File: src/rtl/lpht_pkg.sv
// Package for the linear-probe hash table: sizes, codes and shared types.
// No dependencies; used by every module of the block.
package lpht_pkg;

  localparam int TABLE_SIZE = 103;

  // Field widths fixed by the interface
  localparam int MODE_W     = 2;
  localparam int KEY_W      = 31;
  localparam int PAY_W      = 16;
  localparam int STATUS_W   = 2;
  localparam int SLOT_OUT_W = 7;
  localparam int FREE_OUT_W = 7;

  // Derived from the table size
  localparam int SLOT_W = $clog2(TABLE_SIZE);
  localparam int FREE_W = $clog2(TABLE_SIZE + 1);

  // Home-slot unit: key modulo TABLE_SIZE by reciprocal multiplication.
  // A shift of KEY_W + ceil(log2 TABLE_SIZE) makes the quotient exact for
  // every key; only its low SLOT_W bits are kept.
  localparam int RECIP_SHIFT = KEY_W + SLOT_W;
  localparam int RECIP_W     = KEY_W + 1;
  localparam logic [RECIP_W-1:0] RECIP_M =
    RECIP_W'(((64'd1 << RECIP_SHIFT) + 64'(TABLE_SIZE) - 64'd1) / 64'(TABLE_SIZE));
  localparam int PROD_W      = RECIP_SHIFT + SLOT_W;

  // Operation codes
  localparam logic [MODE_W-1:0] MODE_SEARCH = 2'd0;
  localparam logic [MODE_W-1:0] MODE_INSERT = 2'd1;
  localparam logic [MODE_W-1:0] MODE_DELETE = 2'd2;

  // Result codes
  localparam logic [STATUS_W-1:0] RES_DONE    = 2'd0;
  localparam logic [STATUS_W-1:0] RES_MISSING = 2'd1;
  localparam logic [STATUS_W-1:0] RES_FULL    = 2'd2;

  // Slot state codes
  localparam logic [1:0] SLOT_EMPTY   = 2'd0;
  localparam logic [1:0] SLOT_USED    = 2'd1;
  localparam logic [1:0] SLOT_DELETED = 2'd2;

  typedef struct packed {
    logic [KEY_W-1:0] key;
    logic [PAY_W-1:0] pay;
    logic [1:0]       st;
  } entry_t;

  typedef struct packed {
    logic              en;
    logic [SLOT_W-1:0] addr;
    entry_t            ent;
  } wr_req_t;

  typedef struct packed {
    logic   vld;
    entry_t ent;
  } rd_rsp_t;

endpackage

File: src/rtl/lpht_hash.sv
// Home-slot unit: key modulo TABLE_SIZE by reciprocal multiplication, then a registered correction.
// Depends on lpht_pkg.
module lpht_hash (
  input  logic                      clk,
  input  logic                      rst_n,
  input  logic                      start,
  input  logic [lpht_pkg::KEY_W-1:0] key,
  output logic                      done,
  output logic [lpht_pkg::SLOT_W-1:0] rem
);
  import lpht_pkg::*;

  logic              step_r;
  logic              done_r;
  logic [SLOT_W-1:0] key_lo_r;
  logic [SLOT_W-1:0] quot_lo_r;
  logic [SLOT_W-1:0] rem_r;
  logic [SLOT_W-1:0] quot_lo;
  logic [SLOT_W-1:0] quot_mul;

  // Low quotient bits; product truncated to PROD_W keeps them exact
  assign quot_lo  = SLOT_W'((PROD_W'(key) * PROD_W'(RECIP_M)) >> RECIP_SHIFT);
  // key - q*TABLE_SIZE fits in SLOT_W bits, so low bits of both terms suffice
  assign quot_mul = quot_lo_r * SLOT_W'(TABLE_SIZE);

  always_ff @(posedge clk) begin
    if (!rst_n) begin
      step_r <= 1'b0;
      done_r <= 1'b0;
    end else begin
      step_r <= start;
      done_r <= step_r;
    end
  end

  always_ff @(posedge clk) begin
    if (start) begin
      key_lo_r  <= key[SLOT_W-1:0];
      quot_lo_r <= quot_lo;
    end
    if (step_r) begin
      rem_r <= key_lo_r - quot_mul;
    end
  end

  assign done = done_r;
  assign rem  = rem_r;

endmodule

File: config.mk
export PLATFORM = sky130hd
export DESIGN_NAME = lpht_hash
export DESIGN_NICKNAME = d
export VERILOG_FILES = /design/src/rtl/lpht_pkg.sv /design/src/rtl/lpht_hash.sv
export SDC_FILE = /design/constraint.sdc
export NUM_CORES = 1
export LEC_CHECK = 0
export ABC_AREA = 1
export BUFFER_PORTS_ARGS = -buffer_cell sky130_fd_sc_hd__buf_2
export CAP_MARGIN = 15
export CORE_ASPECT_RATIO = 1.25
export CORE_MARGIN = 4
export CORE_UTILIZATION = 45
export CTS_BUF_LIST = sky130_fd_sc_hd__clkbuf_16
export DETAILED_ROUTE_END_ITERATION = 16
export PLACE_DENSITY = 0.65
export SLEW_MARGIN = 40
export SYNTH_ARGS = -nofsm -noshare
export SYNTH_HDL_FRONTEND = slang
export SYNTH_SLANG_ARGS = --single-unit
File: constraint.sdc
create_clock -name clk -period 7 [get_ports clk]
set_input_delay 1.05 -clock clk [delete_from_list [all_inputs] [get_ports clk]]
set_output_delay 1.05 -clock clk [all_outputs]
set_load 0.1 [all_outputs]
Yosys cells after proc, flatten, opt, wreduce, memory -nomap -nowiden
Cells that the tools add are included.
{"block": "word_totals", "wordCells": 8, "out_inout_bits": 8, "register_bits": 23, "input_bits": 34}
{"block": "classes", "mul": 2, "addsub": 1}
{"operator": "31-bit by 29-bit multiplier with 42-bit output (second input constant)", "n": 1}
{"operator": "7-bit by 6-bit multiplier with 7-bit output (second input constant)", "n": 1}
{"operator": "7-bit subtractor", "n": 1}

Depth between registers and ports, before layout
Gate-level depths: netlist (run 1).
{"block": "logic_depth", "ltp_word": 2, "mapped_depth": 31}

Worst setup path before layout (run 1)
OpenSTA, ideal clock, no wires.
{"block": "synth_path", "kind": "input -> register", "startpoint": "input port key[25] in the netlist's numbering", "endpoint": "register quot_lo_r[5], data pin", "cell_stages": 24, "setup_ns": 0.253, "t_arrival_ns": 6.199, "required_time_ns": 6.747, "path_slack_ns": 0.548, "cell_sequence": "inv_1 -> fa_1 -> inv_1 -> fa_1 -> inv_1 -> fa_1 -> inv_1 -> ha_1 -> inv_1 -> fa_1 -> inv_1 -> fa_1 -> fa_1 -> inv_1 -> fa_1 -> inv_1 -> ha_1 -> a21o_1 -> a21boi_0 -> a21oi_1 -> nor2_1 -> nand3_2 -> nand2_1 -> nand2_1"}
{"block": "synth_via", "elab_chain_len": 1}
{"item": "start, declared", "line_no": "lpht_hash.sv:7", "source": "input logic [lpht_pkg::KEY_W-1:0] key,"}
{"item": "31-bit by 29-bit multiplier with 42-bit output", "line_no": "lpht_hash.sv:22", "source": "assign quot_lo = SLOT_W'((PROD_W'(key) * PROD_W'(RECIP_M)) >> RECIP_SHIFT);"}
{"item": "net quot_lo[5]", "line_no": "lpht_hash.sv:18", "source": "logic [SLOT_W-1:0] quot_lo;"}
{"item": "end signal, assigned", "line_no": "lpht_hash.sv:39", "source": "quot_lo_r <= quot_lo;"}
{"item": "end, declared", "line_no": "lpht_hash.sv:16", "source": "logic [SLOT_W-1:0] quot_lo_r;"}
The timed path passes the listed nets, and every way through them passes these cells.
A chain may end at the register's enable or synchronous reset.

Final worst setup path (run 1)
{"block": "layout_path", "startpoint": "input port key[7] in the netlist's numbering", "endpoint": "register quot_lo_r[3], data pin"}
The elaborated chain is that of the path after synthesis.

==> results of run 1 <==
cell families after synthesis:
kind of cell	Yosys count	share of synthesized area, %
AO/OA/AOI/OAI	77	3.013
XOR/XNOR	22	1.322
adder cells (fa/ha/maj)	602	67.24
buffers and inverters	583	15.02
flip-flops	23	4.602
AND/OR/NAND/NOR	290	8.808
flip-flops by register name (all words and copies together) (netlist names):
register,flops
step_r,1
rem,7
quot_lo_r,7
key_lo_r,7
done,1
worst min-delay path by stage:
stage / cells past startpoint / slack [ns] / endpoint
after floorplan: 2 / 0.52 / done
after global placement: 2 / 0.56 / done
after global routing: 2 / 0.62 / done
after detailed placement: 2 / 0.57 / done
after CTS: 2 / 0.58 / done
final: 2 / 0.57 / done
layer usage:
metal | track usage, % | vias up | routed length [um]
li1 | - | 4910 | -
met1 | 27.12 | 5072 | 15290
met2 | 41.86 | 179 | 19470
met3 | 1.306 | 63 | 901
met4 | 6.747 | 0 | 1475
met5 | 0 | - | 0
timing repair:
item,in CTS,in global routing
gates resized for setup,0,7
buffers inserted,0,1
endpoints found under the setup margin,0,5
hold buffers,0,0
critical path: stages:
cell and delay [ns]:
buf_2 0.22, inv_1 0.18, fa_1 0.41, inv_1 0.18, fa_1 0.45, fa_1 0.47
fa_1 0.50, fa_1 0.52, fa_1 0.50, inv_1 0.05, fa_1 0.47, inv_1 0.05
ha_1 0.27, ha_1 0.34, nand2_2 0.09, nor2_4 0.18, nand3_2 0.12, nor2_2 0.15
nand4_1 0.24, nand4_1 0.18, nand2_1 0.09
synthesized netlist by cell type (all sizes together):
cell / n / area, um^2
a21boi: 2 / 15.01
a21o: 8 / 60.06
a21oi: 43 / 215.2
a31oi: 1 / 6.260
and3: 1 / 6.260
clkinv: 1 / 3.750
dfxtp: 2 / 40.04
edfxtp: 21 / 630.6
fa: 302 / 6046
ha: 300 / 3754
inv: 582 / 2185
nand2: 178 / 693.2
nand3: 29 / 155.2
nand3b: 1 / 7.510
nand4: 7 / 43.79
nor2: 61 / 276.5
nor3: 9 / 55.05
nor4: 3 / 40.04
o211ai: 2 / 20.02
o21ai: 14 / 70.07
o21bai: 7 / 52.55
or2: 1 / 6.260
xnor2: 9 / 78.83
xor2: 13 / 113.9
per-stage QoR:
stage | std cells | setup slack (ns) | utilization (%)
floorplan | 1597 | 0.5478 | -
global placement | 2115 | 0.02630 | 49.51
detailed placement | 2115 | -0.03173 | 49.51
CTS | 2119 | 0.2296 | 49.76
global route | 2120 | 0.007128 | 49.84
finish | 2120 | 0.2969 | 49.84
layout by cell type, fill, tap and decap left out, types with 2 or more instances in the layout:
cell type	Yosys	final
a21boi_1	0	2
a21o_1	8	8
a21oi_1	43	41
a21oi_2	0	2
buf_2	0	41
buf_4	0	66
clkbuf_16	0	3
dfxtp_1	2	2
edfxtp_1	21	21
fa_1	302	302
ha_1	300	300
inv_1	576	575
inv_2	6	6
nand2_1	168	168
nand2_2	10	10
nand3_1	27	27
nand3_2	2	2
nand4_1	7	7
nor2_1	48	46
nor2_2	10	12
nor2_4	3	3
nor3_1	7	7
nor3_2	2	2
o21ai_0	10	10
o21ai_1	4	4
o21bai_1	7	7
xnor2_1	9	9
xor2_1	13	13
final cells by class:
class                           instances  area, um^2
Clock inverter                          1       5.005
Fill cell                            3008       15990
Inverter                              583        2192
Tap cell                              412       515.5
Timing Repair Buffer                  107       700.7
Multi-Input combinational cell        991       11730
Sequential cell                        23       670.6
Clock buffer                            3       75.07
==> results.toml, run 1 <==
[layout]
layout.nets = 2345
drive_above_1_share_pct = 8.899
antenna-diode-count = 0
syn2layout_area_growth_pct = 9.006
fin_area_um2 = 15890

[sta]
worst_pin_slew_ns = 0.4886
layout_min_cycle_time_ns = 6.703
post-route-period-util_pct = 95.76
rsz0062_at_grt = "false"
finalSetupViolations = 0
holdWs_ns = 0.5700
timing.setup.tns_ns = 0
clock-skew-final_ns = 0.001542
slew_violations = 0
slew_headroom_pct = 67.65
hold_vio_cnt_final = 0
fmax_ghz = 0.1492

[die]
fp.dieArea_um2 = 35350
die_h_um = 209.2
row_count = 73
floorplan.initialDensity_pct = 45.72
floorplan.io_pins = 42
core_box_area_um2 = 31880
fp.dieW_um = 169.0

[drt]
drc_errors = 0
route.detailed.vias_per_inst = 4.823
drt_first_pass_iters = 5
route.final.wire_length_um = 37140
via_count = 10220
postRouteAntennaNets = 0
wl_per_cell_um = 17.52
drt_iter0_markers = 414

[place]
placer_congestion_estimate = 0.9700
port_buffers = 41
placement.cell_area_um2 = 15780
post-dp-hpwl_um = 35310

[worst_hold_path]
worst_hold_startpoint = "step_r"
holdCritPathClass = "flip-flop to flip-flop"

[synthesis]
ys.warnings.count = 0
ys_seq_elements = 23
syn_inst = 1597
synth-seq-area-share_pct = 4.602
syn_avg_cell_area_um2 = 9.126
synth_fp_nets = 2233
synth_cell_types = 34
mappedNetlistArea_um2 = 14570

[clocking]
cts_max_level = 1
clk_latency_ns = 0.25
clock_sinks = 23
cts-buffers-inserted = 3
clk_path_buf_depth = 2
cts.clk_slew.worst_paths_ns = 0.06
tritoncts_clock_tree = "built"
clockRootBuffer = "clkbuf_16"

[flow_run]
max_cap_viol_count = 0

[setup_path]
path_class = "input port to flip-flop"
rr_endpoint = "rem[6]"
critPathLaunch = "key[7]"
worst-r2r-setup-slack_ns = 4.00
timing.critical_path.arrival_ns = 6.71
worstSetupStartpointType = "input port"
critical_path.max_fanout = 6
worst_r2r_path_depth = 13
cp-end-kind = "flip-flop"
regToRegStartpoint = "quot_lo_r[1]"
setup.worst_path.end = "quot_lo_r[3]"
critPathRequiredTime_ns = 7.00

[run_status]
outcome = "finished clean"

[grt]
via_count_of_the_first_global_routing_pass = 11840
grt_first_pass_wirelength_um = 61130
antenna_found_initial = 0
grt_usage_pct = 22.24
grt_max_degree = 16
global_route.overflow_total = 0
Power of run 1 is left out: the tool's default activity adds up to more than one toggle a clock period on the data nets, which glitch-free logic cannot reach.
==> run 2: changes to the inputs <==
- MAX_ROUTING_LAYER: unset -> met4
- RECOVER_POWER: unset -> 50
==> run 2 against run 1 <==
Clock-buffer cell count stayed put. Design area barely moved. Die area unchanged. Worst hold slack gained 0.010 ns. Clock skew is 0.0011 ns higher. Critical path depth up 4. Highest routed layer unchanged. Global-route usage is 0.35 points higher. Critical path type unchanged. Final cell count up 0.28%. Sequential share of layout area hardly changed. Fmax grew 0.21%.
==> results.toml, run 2 (synthesis results as in run 1) <==
[setup_path]
regToRegStartpoint = "quot_lo_r[2]"
setup.worst_path.end = "quot_lo_r[1]"
worst-r2r-setup-slack_ns = 3.99
critPathRequiredTime_ns = 7.01
path_class = "input port to flip-flop"
critical_path.max_fanout = 4
rr_endpoint = "rem[6]"
critPathLaunch = "key[26]"
cp-end-kind = "flip-flop"
timing.critical_path.arrival_ns = 6.70
worst_r2r_path_depth = 13
worstSetupStartpointType = "input port"

[grt]
via_count_of_the_first_global_routing_pass = 11430
grt_first_pass_wirelength_um = 59930
antenna_found_initial = 0
grt_max_degree = 16
grt_usage_pct = 22.59
global_route.overflow_total = 0

[die]
core_box_area_um2 = 31880
row_count = 73
fp.dieArea_um2 = 35350
fp.dieW_um = 169.0
floorplan.io_pins = 42
floorplan.initialDensity_pct = 45.72
die_h_um = 209.2

[drt]
drt_first_pass_iters = 5
drt_iter0_markers = 399
route.detailed.vias_per_inst = 4.767
via_count = 10130
wl_per_cell_um = 17.20
drc_errors = 0
postRouteAntennaNets = 0
route.final.wire_length_um = 36560

[clocking]
clock_sinks = 23
clk_latency_ns = 0.26
cts-buffers-inserted = 3
clk_path_buf_depth = 2
cts_max_level = 1
cts.clk_slew.worst_paths_ns = 0.06
tritoncts_clock_tree = "built"
cts_setup_buffers = 0
clockRootBuffer = "clkbuf_16"

[place]
post-dp-hpwl_um = 35240
number_of_cells_in_the_design_after_placement = 2122
placer_congestion_estimate = 0.9542
port_buffers = 41

[layout]
final.fill_count = 3037
final_common_cell = "inv_1"
antenna-diode-count = 0
final_cells = 2126
sequential_area_um2 = 670.6
post-route-util_pct = 49.88
layout.nets = 2351
layout_common_cells = "576 x inv_1, 302 x fa_1, 300 x ha_1, 168 x nand2_1, 67 x buf_4"
syn2layout_area_growth_pct = 9.109
drive_above_1_share_pct = 8.693
multiInputGateArea_um2 = 11720

[sta]
rsz0062_at_grt = "true"
post-route-period-util_pct = 95.56
slew_headroom_pct = 41.35
worst_pin_slew_ns = 0.8798
fmax_ghz = 0.1495
clock-skew-final_ns = 0.002630
finalSetupViolations = 0
slew_violations = 0
hold_vio_cnt_final = 0
layout_min_cycle_time_ns = 6.689

[worst_hold_path]
holdCritPathClass = "flip-flop to flip-flop"

[run_status]
outcome = "finished clean"

[flow_run]
max_cap_viol_count = 0
## run 2: changes by cell type in the layout (fill, tap and decap cells not counted), sizes merged
cell | previous run | this run
clkinvlp | 1 | 0
clkbuf | 3 | 9
inv | 581 | 582
## run 2: layer usage
metal  vias to the layer above  share of wire [%]  global-route usage, %
met4                         0                3.2                  5.095
met5                         -                  0                      -
li1                       4925                  -                      -
met3                        45                3.2                  1.741
met1                      4985                 41                  27.29
met2                       179                 53                  41.14
## run 2: worst max-delay path: stages
cell,delay [ns]
buf_2,0.13
inv_1,0.17
fa_1,0.54
inv_1,0.05
fa_1,0.49
inv_1,0.05
fa_1,0.50
inv_1,0.04
ha_1,0.26
inv_1,0.05
fa_1,0.50
inv_1,0.05
fa_1,0.49
fa_1,0.49
inv_1,0.05
fa_1,0.47
inv_1,0.04
ha_1,0.30
a21o_1,0.21
a21boi_0,0.24
o21bai_1,0.12
nor2_1,0.18
nand3_1,0.10
nand2_1,0.06
nand2_1,0.06
## run 2: how the worst min path moves through the flow
stage               cells past startpoint  startpoint      to  slack (ns)
floorplan                               2      step_r    done        0.52
global placement                        2      step_r    done        0.56
detailed placement                      2      step_r    done        0.58
CTS                                     2      step_r    done        0.59
global route                            0      step_r  rem[0]        0.64
finish                                  2      step_r    done        0.58
## run 2: cell type report
type | count | area share (%)
clock inverter | 1 | 0.03147
clock buffer | 3 | 0.4721
multi-input combinational | 991 | 73.71
tap | 412 | 3.242
timing repair buffer | 113 | 4.564
sequential | 23 | 4.217
inverter | 583 | 13.76
## run 2: repair_timing
action	in CTS	in global routing
hold buffers	0	0
endpoints found under the setup margin	0	2
resized for setup	0	2
## run 2: stage by stage
step | setup WS, ns | setup TNS [ns] | instance area [um^2] | hold slack, ns
floorplan | 0.5478 | 0 | 14570 | 0.5224
global placement | 0.001166 | 0 | 15840 | 0.5604
detailed placement | 0.01169 | 0 | 15840 | 0.5849
CTS | 0.2788 | 0 | 15920 | 0.5950
global route | -0.001188 | -0.001188 | 15900 | 0.6403
finish | 0.3106 | 0 | 15900 | 0.5800
Power of run 2 is left out for the same reason.
==> run 3: changes to the inputs <==
- MAX_ROUTING_LAYER: met4 -> unset
==> run 3 against run 2 <==
Die area is the same. Sequential share of layout area barely moved. Fmax shrank 0.45%. Register-to-register slack hardly changed. Non-clock buffer count shrank 6. Final cell count down 0.28%. Critical path depth fell by 4. Setup slack worse by 0.030 ns. Clock skew is 0.0011 ns lower.
==> results.toml, run 3 (synthesis results as in run 1) <==
[run_status]
outcome = "finished clean"

[clocking]
clockRootBuffer = "clkbuf_16"
cts_hold_buffers = 0
tritoncts_clock_tree = "built"
cts_max_level = 1
cts-buffers-inserted = 3
cts.clk_slew.worst_paths_ns = 0.06
clock_sinks = 23
clk_latency_ns = 0.25
clk_path_buf_depth = 2

[grt]
global_route.overflow_total = 0
global_route.peak_usage_layer = "met2"
grt_max_degree = 16
grt_util_met1_pct = 27.12
antenna_found_initial = 0
grt_first_pass_wirelength_um = 61130
grt_usage_pct = 22.24
global_route.usage.met2_pct = 41.86
via_count_of_the_first_global_routing_pass = 11840
globalRouteMet3Util_pct = 1.306

[drt]
wl_per_cell_um = 17.51
via_count = 10260
route.detailed.vias_per_inst = 4.839
drc_errors = 0
route.final.wire_length_um = 37120
drt_first_pass_iters = 5
postRouteAntennaNets = 0
drt_iter0_markers = 386

[sta]
slew_headroom_pct = 46.86
worst_pin_slew_ns = 0.7972
post-route-period-util_pct = 96.00
fmax_ghz = 0.1488
layout_min_cycle_time_ns = 6.720
clock-skew-final_ns = 0.001517
rsz0062_at_grt = "false"
hold_vio_cnt_final = 0
slew_violations = 0
finalSetupViolations = 0

[place]
placer_congestion_estimate = 0.9700
number_of_cells_in_the_design_after_placement = 2115
port_buffers = 41
post-dp-hpwl_um = 35310

[die]
floorplan.initialDensity_pct = 45.72
row_count = 73
core_box_area_um2 = 31880
fp.dieW_um = 169.0
die_h_um = 209.2
floorplan.io_pins = 42
fp.dieArea_um2 = 35350

[layout]
final.fill_count = 3016
final_cells = 2120
syn2layout_area_growth_pct = 8.886
drive_above_1_share_pct = 8.548
final_common_cell = "inv_1"
layout.nets = 2345
layout_common_cells = "575 x inv_1, 302 x fa_1, 300 x ha_1, 168 x nand2_1, 62 x buf_4"
antenna-diode-count = 0

[flow_run]
max_cap_viol_count = 0

[setup_path]
critical_path.max_fanout = 6
cp-end-kind = "flip-flop"
timing.critical_path.arrival_ns = 6.72
path_class = "input port to flip-flop"
critPathRequiredTime_ns = 7.00
worstSetupStartpointType = "input port"

[worst_hold_path]
holdCritPathClass = "flip-flop to flip-flop"
==> run 3: final timing paths <==
path                            depth (start not counted)  slack [ns]         start           end
worst max-delay path                                   21        0.28        key[7]  quot_lo_r[3]
worst min-delay path                                    2        0.57        step_r          done
worst max register to register                         13        4.00  quot_lo_r[1]        rem[6]
worst min register to register                          2        0.57        step_r          done
==> run 3: area by class of cell <==
class	instances	area [um^2]	area share, %
timing repair buffer	107	683.2	4.305
clock inverter	1	5.005	0.03154
tap	412	515.5	3.248
multi-input combinational	991	11730	73.90
clock buffer	3	75.07	0.4731
inverter	583	2192	13.81
sequential	23	670.6	4.226
==> run 3: worst max-delay path, stage by stage <==
cell     delay, ns
buf_2         0.23
inv_1         0.19
fa_1          0.41
inv_1         0.18
fa_1          0.45
fa_1          0.47
fa_1          0.50
fa_1          0.53
fa_1          0.50
inv_1         0.05
fa_1          0.47
inv_1         0.05
ha_1          0.27
ha_1          0.34
nand2_2       0.09
nor2_4        0.18
nand3_2       0.12
nor2_2        0.15
nand4_1       0.24
nand4_1       0.18
nand2_1       0.09
==> run 3: repair_timing <==
item	in CTS	in global routing
resized for setup	0	7
hold endpoints to repair	0	0
buffers inserted	0	1
endpoints found under the setup margin	0	5
==> run 3: routing by layer <==
metal  up-vias  share of wire, %
li1       4908                 -
met5         -                 0
met2       197                52
met4         0               4.1
met1      5082                41
met3        71               2.3
==> run 3: through the flow <==
step	worst slack (ns)	util, %	setup TNS (ns)	area, um^2	hold slack, ns
floorplan	0.5478	-	0	14570	0.5224
global placement	0.02630	49.51	0	15780	0.5616
detailed placement	-0.03173	49.51	-0.04468	15780	0.5742
CTS	0.2296	49.76	0	15860	0.5846
global route	0.007128	49.78	0	15870	0.6181
finish	0.2803	49.78	0	15870	0.5700
Power of run 3 is left out for the same reason.
